### config.mk
export PLATFORM = sky130hd
export DESIGN_NAME = in_order_frame_release_unit
export DESIGN_NICKNAME = d
export VERILOG_FILES = /design/src/rtl/core/iofr_pkg.sv /design/src/rtl/core/iofr_slot_mem.sv /design/src/rtl/core/in_order_frame_release_unit.sv
export VERILOG_INCLUDE_DIRS = /design/src /design/src/rtl/core
export SDC_FILE = /design/constraint.sdc
export NUM_CORES = 1
export LEC_CHECK = 0
export BUFFER_PORTS_ARGS = -buffer_cell sky130_fd_sc_hd__buf_4
export CORE_UTILIZATION = 55
export CTS_BUF_LIST = sky130_fd_sc_hd__clkbuf_16
export DETAILED_ROUTE_END_ITERATION = 7
export PLACE_DENSITY = 0.75
export SLEW_MARGIN = 40
export SYNTH_ARGS = -nofsm -noshare
export SYNTH_HDL_FRONTEND = slang
export SYNTH_HIERARCHICAL = 1
export SYNTH_SLANG_ARGS = --single-unit
### constraint.sdc
create_clock -name clk -period 5.4 [get_ports clk]
set_input_delay 1.08 -clock clk [delete_from_list [all_inputs] [get_ports clk]]
set_output_delay 1.08 -clock clk [all_outputs]
set_load 0.01 [all_outputs]
### src/rtl/core/in_order_frame_release_unit_assert.svh
// ----------------------------------------------------------------------------
// In-order frame release unit: assertion macros
// Shared assertion forms, clocked on clk and disabled while arst_n is low.
// ----------------------------------------------------------------------------
`ifndef IN_ORDER_FRAME_RELEASE_UNIT_ASSERT_SVH
`define IN_ORDER_FRAME_RELEASE_UNIT_ASSERT_SVH

// Same-cycle implication: when the antecedent holds, the consequent holds too.
`define IOFR_ASSERT_IMP(label, ante, cons) \
	label: assert property (@(posedge clk) disable iff (!arst_n) (ante) |-> (cons)) \
		else $error("in_order_frame_release_unit: same-cycle check failed");

// Next-cycle implication: when the antecedent holds, the consequent holds in the next cycle.
`define IOFR_ASSERT_NXT(label, ante, cons) \
	label: assert property (@(posedge clk) disable iff (!arst_n) (ante) |=> (cons)) \
		else $error("in_order_frame_release_unit: next-cycle check failed");

`endif

### src/rtl/core/iofr_pkg.sv
// ----------------------------------------------------------------------------
// In-order frame release package
// Field widths, parameter defaults, status codes and sequencer states.
// ----------------------------------------------------------------------------
package iofr_pkg;

	// Fixed widths of the beat fields.
	localparam int TAG_BITS   = 16;
	localparam int FRAME_BITS = 32;

	// Defaults for the top-level parameters.
	localparam int WINDOW_DEF    = 16;
	localparam int DATA_BITS_DEF = 32;

	// Status codes carried by each result beat.
	typedef enum logic [1:0] {
		STS_RELEASED  = 2'd0,
		STS_HELD      = 2'd1,
		STS_OUTSIDE   = 2'd2,
		STS_DUPLICATE = 2'd3
	} status_t;

	// Sequencer states.
	typedef enum logic [2:0] {
		ST_IDLE,
		ST_EVAL,
		ST_READ,
		ST_EMIT,
		ST_RESULT
	} state_t;

endpackage

### src/rtl/core/iofr_slot_mem.sv
// ----------------------------------------------------------------------------
// Reorder slot memory
// One write port and one read port, with the read data registered.
// ----------------------------------------------------------------------------
module iofr_slot_mem #(
	parameter int DEPTH = iofr_pkg::WINDOW_DEF,
	parameter int WIDTH = iofr_pkg::DATA_BITS_DEF
) (
	input  logic                     clk,
	input  logic                     wr_en,
	input  logic [$clog2(DEPTH)-1:0] wr_addr,
	input  logic [WIDTH-1:0]         wr_data,
	input  logic                     rd_en,
	input  logic [$clog2(DEPTH)-1:0] rd_addr,
	output logic [WIDTH-1:0]         rd_data
);

	logic [WIDTH-1:0] mem_q [DEPTH];
	logic [WIDTH-1:0] rd_data_q;

	// Write port.
	always_ff @(posedge clk) begin
		if (wr_en) begin
			mem_q[wr_addr] <= wr_data;
		end
	end

	// Registered read port; the data holds until the next read.
	always_ff @(posedge clk) begin
		if (rd_en) begin
			rd_data_q <= mem_q[rd_addr];
		end
	end

	assign rd_data = rd_data_q;

endmodule

### src/rtl/core/in_order_frame_release_unit.sv
// ----------------------------------------------------------------------------
// In-order frame release unit
// Reorder buffer that stores tagged frames and releases them by increasing tag.
// ----------------------------------------------------------------------------
// Usage: frames enter on the input channel (in_valid, in_stall, frame_tag,
// frame_data) in any order. Each accepted beat yields one or more result
// beats on the output channel (out_valid, out_stall, status, out_tag,
// out_data, last); last marks the final result beat of that input.
// A frame at the expected tag releases itself and every stored frame that
// follows it without a gap, one result beat per frame. A frame stored ahead
// of a gap gives one held beat; a tag at WINDOW or more past the expected
// tag, or a tag whose slot is already full, gives one reject beat.
// Timing: the block takes one input at a time. An input that gives a single
// status beat passes through the evaluate and result states before its beat
// is loaded into the output register. In a release, each frame needs a read
// state for the registered read of the slot memory and an emit state to load
// the output register. The tag adder is shared between the distance computation
// and the expected-tag increment.
// When the receiver stalls, the output register holds its beat and the
// sequencer waits. Reset clears the expected tag, the head slot and all slot
// valid bits; no clearing pass is needed.
// ----------------------------------------------------------------------------
module in_order_frame_release_unit #(
	parameter int WINDOW    = iofr_pkg::WINDOW_DEF,
	parameter int DATA_BITS = iofr_pkg::DATA_BITS_DEF
) (
	input  logic                            clk,
	input  logic                            arst_n,
	input  logic                            in_valid,
	output logic                            in_stall,
	input  logic [iofr_pkg::TAG_BITS-1:0]   frame_tag,
	input  logic [iofr_pkg::FRAME_BITS-1:0] frame_data,
	output logic                            out_valid,
	input  logic                            out_stall,
	output logic [1:0]                      status,
	output logic [iofr_pkg::TAG_BITS-1:0]   out_tag,
	output logic [iofr_pkg::FRAME_BITS-1:0] out_data,
	output logic                            last
);

	localparam int TAG_W      = iofr_pkg::TAG_BITS;
	localparam int FRAME_W    = iofr_pkg::FRAME_BITS;
	localparam int STORE_BITS = (DATA_BITS < FRAME_W) ? DATA_BITS : FRAME_W;
	localparam int SLOT_W     = $clog2(WINDOW);

	localparam logic [TAG_W-1:0]  WIN_TAG   = TAG_W'(WINDOW);
	localparam logic [SLOT_W:0]   WIN_EXT   = (SLOT_W + 1)'(WINDOW);
	localparam logic [SLOT_W-1:0] HEAD_LAST = SLOT_W'(WINDOW - 1);

	iofr_pkg::state_t  state_q, state_d;
	iofr_pkg::status_t pend_status_q, pend_status_d;
	iofr_pkg::status_t status_q, ld_status;

	logic [TAG_W-1:0]      expected_q;
	logic [SLOT_W-1:0]     head_q;
	logic [WINDOW-1:0]     valid_q;
	logic                  out_valid_q;
	logic [TAG_W-1:0]      tag_q;
	logic [STORE_BITS-1:0] data_q;
	logic [TAG_W-1:0]      dist_q;
	logic [TAG_W-1:0]      out_tag_q;
	logic [FRAME_W-1:0]    out_data_q;
	logic                  last_q;

	logic [TAG_W-1:0]      alu_a, alu_b, alu_sum;
	logic                  alu_cin;
	logic [SLOT_W:0]       slot_sum;
	logic [SLOT_W-1:0]     slot_idx;
	logic [SLOT_W-1:0]     head_nxt;
	logic [STORE_BITS-1:0] rd_data;
	logic                  out_free;
	logic                  accept;
	logic                  mem_we, mem_re;
	logic                  ld_out, ld_last, ld_rel;
	logic                  vset, vclr, adv;

	// Shared tag adder: tag distance on acceptance, expected-tag increment on release.
	always_comb begin
		alu_a   = frame_tag;
		alu_b   = ~expected_q;
		alu_cin = 1'b1;
		if (state_q == iofr_pkg::ST_EMIT) begin
			alu_a = expected_q;
			alu_b = '0;
		end
	end

	assign alu_sum = alu_a + alu_b + {{(TAG_W - 1){1'b0}}, alu_cin};

	// Slot of the arriving tag, reduced modulo WINDOW with one compare and subtract.
	assign slot_sum = {1'b0, head_q} + {1'b0, dist_q[SLOT_W-1:0]};
	assign slot_idx = (slot_sum >= WIN_EXT) ? SLOT_W'(slot_sum - WIN_EXT)
	                                        : slot_sum[SLOT_W-1:0];
	assign head_nxt = (head_q == HEAD_LAST) ? '0 : head_q + 1'b1;

	assign out_free = !out_valid_q || !out_stall;
	assign in_stall = (state_q != iofr_pkg::ST_IDLE);
	assign accept   = in_valid && !in_stall;

	// Sequencer next state and control.
	always_comb begin
		state_d       = state_q;
		pend_status_d = pend_status_q;
		mem_we        = 1'b0;
		mem_re        = 1'b0;
		ld_out        = 1'b0;
		ld_status     = pend_status_q;
		ld_last       = 1'b1;
		ld_rel        = 1'b0;
		vset          = 1'b0;
		vclr          = 1'b0;
		adv           = 1'b0;
		unique case (state_q)
			iofr_pkg::ST_IDLE: begin
				if (accept) begin
					state_d = iofr_pkg::ST_EVAL;
				end
			end
			iofr_pkg::ST_EVAL: begin
				if (dist_q >= WIN_TAG) begin
					pend_status_d = iofr_pkg::STS_OUTSIDE;
					state_d       = iofr_pkg::ST_RESULT;
				end else if (valid_q[slot_idx]) begin
					pend_status_d = iofr_pkg::STS_DUPLICATE;
					state_d       = iofr_pkg::ST_RESULT;
				end else begin
					mem_we = 1'b1;
					vset   = 1'b1;
					// Only a frame at the expected tag can start a run.
					if (dist_q == '0) begin
						state_d = iofr_pkg::ST_READ;
					end else begin
						pend_status_d = iofr_pkg::STS_HELD;
						state_d       = iofr_pkg::ST_RESULT;
					end
				end
			end
			iofr_pkg::ST_READ: begin
				mem_re  = 1'b1;
				state_d = iofr_pkg::ST_EMIT;
			end
			iofr_pkg::ST_EMIT: begin
				ld_status = iofr_pkg::STS_RELEASED;
				ld_rel    = 1'b1;
				ld_last   = !valid_q[head_nxt];
				if (out_free) begin
					ld_out  = 1'b1;
					vclr    = 1'b1;
					adv     = 1'b1;
					state_d = ld_last ? iofr_pkg::ST_IDLE : iofr_pkg::ST_READ;
				end
			end
			iofr_pkg::ST_RESULT: begin
				if (out_free) begin
					ld_out  = 1'b1;
					state_d = iofr_pkg::ST_IDLE;
				end
			end
			default: begin
				state_d = iofr_pkg::ST_IDLE;
			end
		endcase
	end

	// Control registers.
	always_ff @(posedge clk or negedge arst_n) begin
		if (!arst_n) begin
			state_q       <= iofr_pkg::ST_IDLE;
			pend_status_q <= iofr_pkg::STS_HELD;
			expected_q    <= '0;
			head_q        <= '0;
			valid_q       <= '0;
			out_valid_q   <= 1'b0;
		end else begin
			state_q       <= state_d;
			pend_status_q <= pend_status_d;
			if (adv) begin
				expected_q <= alu_sum;
				head_q     <= head_nxt;
			end
			if (vset) begin
				valid_q[slot_idx] <= 1'b1;
			end
			if (vclr) begin
				valid_q[head_q] <= 1'b0;
			end
			if (ld_out) begin
				out_valid_q <= 1'b1;
			end else if (!out_stall) begin
				out_valid_q <= 1'b0;
			end
		end
	end

	// Input capture and output payload registers.
	always_ff @(posedge clk) begin
		if (accept) begin
			tag_q  <= frame_tag;
			data_q <= frame_data[STORE_BITS-1:0];
			dist_q <= alu_sum;
		end
		if (ld_out) begin
			status_q   <= ld_status;
			out_tag_q  <= ld_rel ? expected_q : tag_q;
			out_data_q <= ld_rel ? FRAME_W'(rd_data) : '0;
			last_q     <= ld_last;
		end
	end

	// Slot payload storage.
	iofr_slot_mem #(
		.DEPTH (WINDOW),
		.WIDTH (STORE_BITS)
	) u_slot_mem (
		.clk     (clk),
		.wr_en   (mem_we),
		.wr_addr (slot_idx),
		.wr_data (data_q),
		.rd_en   (mem_re),
		.rd_addr (head_q),
		.rd_data (rd_data)
	);

	assign out_valid = out_valid_q;
	assign status    = status_q;
	assign out_tag   = out_tag_q;
	assign out_data  = out_data_q;
	assign last      = last_q;

	// Checks on the sequencer and release bookkeeping.
	`include "in_order_frame_release_unit_assert.svh"

	`IOFR_ASSERT_IMP(a_head_clear_at_idle, state_q == iofr_pkg::ST_IDLE, !valid_q[head_q])
	`IOFR_ASSERT_IMP(a_zero_data_on_status, out_valid_q && (status_q != iofr_pkg::STS_RELEASED), out_data_q == '0)
	`IOFR_ASSERT_NXT(a_expected_steps_by_one, adv, expected_q == TAG_W'($past(expected_q) + 1'b1))

endmodule
==> run_results.csv <==
group,metric,value,unit
grt,grt_overflow_total,0,
finish,fin_area,31290,um2
floorplan,die_h,224.4,um
power_and_ir_drop,ir_worst_vdd,0.0002272,V
critical_path,endpoint_kind,"flop",
yosys,synth_top_area_share,72.71,%
power_and_ir_drop,power,15310,uW
timing,finalHoldViolations,0,
power_and_ir_drop,power_per_cell_area,489.1,nW/um2
run_status,outcome,"completed",
detailed_routing,ant_nets,0,
timing,relSlewSlack,47.12,%
clock_tree,clockBufferDepth,3,
detailed_routing,vias_per_cell,6.134,
clock_tree,post-cts-setup-buffers,0,
grt,gr-usage-all-layers,23.50,%
yosys,synth_nets,1491,
min_path,hp-class,"input port to asynchronous set/reset pin",
critical_path,cpMostUsedCell,"nand2_1",
yosys,synth-main-ff-cell,"edfxtp_1",
placed_design,dpl_cell_area,29010,um2
detailed_routing,dr.max_layer_used,"met4",
detailed_routing,routed_wire_length_per_instance,25.34,um
critical_path,arrival,4.71,ns
critical_path,crit-reg2reg-launch,"head_q[1]",
placed_design,place_ws,1.017,ns
grt,grt_max_degree,55,
detailed_routing,drt-initial-drc-count,1507,
yosys,ys_warn_count,6,
yosys,yosysSeqAreaShare,76.58,%
finish,nets,1636,
critical_path,startpoint_type,"flop",
timing,fin_setup_tns,0,ns
grt,grt_pass1_wl,86390,um
placed_design,dp_hpwl,34710,um
yosys,synth_top_cell_by_area,"edfxtp_1",
yosys,yosysUniqueCellTypes,54,
finish,final-instance-count-excl-fill,2277,
detailed_routing,drc,0,
yosys,syn_area_per_cell,19.23,um2
critical_path,cp_max_fo,32,
floorplan,die_x,224.4,um
yosys,async_flop_share,5.991,%
timing,worst_slack,0.9739,ns
grt,antenna_found_initial,0,
yosys,netlist_area,27210,um2
floorplan,die_area,50380,um2
detailed_routing,num_vias,13968,
clock_tree,ctsResizeCount,0,
critical_path,r2r_cells,9,
detailed_routing,routed_wl,57710,um
yosys,post-synth-top-count-cell,"edfxtp_1",
placed_design,port_buffers,104,
clock_tree,cts_buffers,71,
finish,areaGrowthSynthToFinish,14.97,%
timing,finalSetupViolCount,0,
clock_tree,holdBufCountCts,0,
critical_path,slowest_stage,"fa_1",
clock_tree,cts_sinks,701,
grt,grt_pass1_vias,13834,
timing,tightestPinTransition,0.7932,ns
clock_tree,cts.clk_slew.worst_paths,0.06,ns
timing,layout_min_cycle_time,4.426,ns
yosys,syn_inst,1415,
critical_path,cpPeakStageDelay,1.01,ns
clock_tree,htreeDepth,3,
critical_path,crit_type,"flop to flop",
floorplan,start_util,55.71,%
critical_path,ff2ff_setup_slack,0.97,ns
clock_tree,insertion_delay,0.61,ns
timing,worst_clock_skew,0.03397,ns
timing,rsz0062_at_grt,"no",
timing,timing.fmax,225.9,MHz
yosys,synth_edf_count,659,
finish,fillers,3272,
yosys,synth_area_leaders,"edfxtp_1 (73%), mux4_2 (11%), dfrtp_1 (3.8%), nand2_1 (2.1%), a22oi_1 (1.8%)",
detailed_routing,m1WireLength,24710,um
placed_design,dpl.cell_count,2150,
detailed_routing,routed-wl-met3,5492,um
finish,seqCellArea,20850,um2
floorplan,io_pins,105,
yosys,synthTopCellsByCount,"edfxtp_1 (659), nand2_1 (149), mux4_2 (135), a22oi_1 (65), nor2_1 (48)",
critical_path,cp_cell_sequence,"fa_1 -> mux4_2 -> nand2_1 -> mux2_2 -> nand2_1 -> nor2_1 -> or3b_2 -> nor2_4 -> buf_4",
finish,multiInputGateArea,6210,um2
flow_run,max_cap_violations,0,
floorplan,rows,81,
yosys,synth_seq_cells,701,
detailed_routing,wl_met2,26610,um
critical_path,worstPathRequired,5.68,ns
clock_tree,cts_tree,"done",
finish,diodes,0,
finish,drive_gt1_share,25.67,%
placed_design,gp_congestion,0.8693,
detailed_routing,dr.pass1.iters,5,
timing,fin_crit_sh,81.97,%
power_and_ir_drop,p_leak,0.01060,uW
floorplan,core,48850,um2
clock_tree,cts-root-buf,"clkbuf_16",
critical_path,rr_endpoint,"u_slot_mem/mem_q[1][31]",
timing,final_max_slew_viol_count,0,
## layout by cell type, fill, tap and decap left out, types with 5 or more instances in the layout
| cell | netlist | layout |
|---|---|---|
| o21a_1 | 6 | 6 |
| a31oi_1 | 9 | 9 |
| xnor2_1 | 12 | 12 |
| nor2_4 | 0 | 14 |
| nand2_1 | 149 | 149 |
| bufinv_16 | 0 | 6 |
| clkbuf_16 | 0 | 74 |
| buf_8 | 0 | 5 |
| nor3_2 | 1 | 5 |
| o21ai_0 | 9 | 9 |
| mux4_2 | 135 | 135 |
| a22oi_1 | 65 | 65 |
| ha_1 | 22 | 22 |
| inv_1 | 9 | 22 |
| and2_1 | 7 | 7 |
| clkinv_1 | 0 | 15 |
| edfxtp_1 | 659 | 659 |
| a21o_1 | 8 | 8 |
| nand3_1 | 8 | 8 |
| xor2_1 | 6 | 6 |
| buf_4 | 10 | 129 |
| dfrtp_1 | 41 | 39 |
| and3_1 | 37 | 37 |
| mux2_2 | 9 | 9 |
| nor2_1 | 48 | 34 |
| a21oi_1 | 41 | 40 |
| nor3_1 | 13 | 9 |
| clkinv_2 | 0 | 12 |
## where the power goes
group / total [uW] / internal (uW) / switching, uW
Clock: 4760 / 2770 / 1990
Combinational: 3600 / 1580 / 2030
Sequential: 6940 / 6530 / 406
Total: 15300 / 10900 / 4430
## layout make-up
class,count,share of cell area (%)
timing repair buffer,138,3.531
clock buffer,74,5.918
multi-input combinational,639,19.85
sequential,701,66.63
inverter,9,0.1080
tap,664,2.655
clock inverter,52,1.312
## registers in the layout (all words and copies together), names as in the netlist
signal              count
data_q                 32
out_tag                16
u_slot_mem/rd_data     32
head_q                  4
state_q                 3
u_slot_mem/mem_q      512
out_valid               1
tag_q                  16
valid_q                16
dist_q                 16
status                  2
pend_status_q           2
out_data               32
expected_q             16
last                    1
## worst max path at each step
| stage | start | to | slack (ns) |
|---|---|---|---|
| 5_1_grt | head_q[1] | u_slot_mem/mem_q[1][31] | 0.80 |
| 4_1_cts | head_q[1] | u_slot_mem/mem_q[1][31] | 1.00 |
| 6_report | head_q[1] | u_slot_mem/mem_q[1][31] | 0.97 |
| 3_5_place_dp | head_q[1] | u_slot_mem/mem_q[1][8] | 1.02 |
| 3_3_place_gp | head_q[1] | u_slot_mem/mem_q[1][10] | 1.10 |
| 2_1_floorplan | head_q[0] | u_slot_mem/mem_q[0][0] | 0.06 |
## metal layers
layer,track usage [%],vias to the layer above
met1,36.09,7221
met3,4.964,73
met4,6.122,0
met2,34.64,686
li1,-,5988
met5,0,-
## kinds of logic after synthesis
family | synth area share, %
AND/OR/NAND/NOR | 4.841
adder cells (fa/ha/maj) | 1.159
multiplexers | 11.62
AO/OA/AOI/OAI | 3.922
XOR/XNOR | 0.6391
buffers and inverters | 1.241
flip-flops | 76.58
## worst max-delay path: cells and delay by family, from the launching register on
kind | cells | cell delay (ns)
fa+ha+maj | 1 | 1.01
buf+inv | 1 | 0.38
flops | 1 | 0.67
mux | 2 | 0.62
simple gates | 5 | 1.41
## metrics by stage
step / hold slack (ns) / utilization [%]
after CTS: 0.4817 / 64.02
final: 0.4889 / 64.05
after global placement: 0.4867 / 59.17
after floorplan: 0.4577 / -
after detailed placement: 0.4865 / 59.38
after global routing: 0.5234 / 64.05
(Power assumes the default switching activity.)
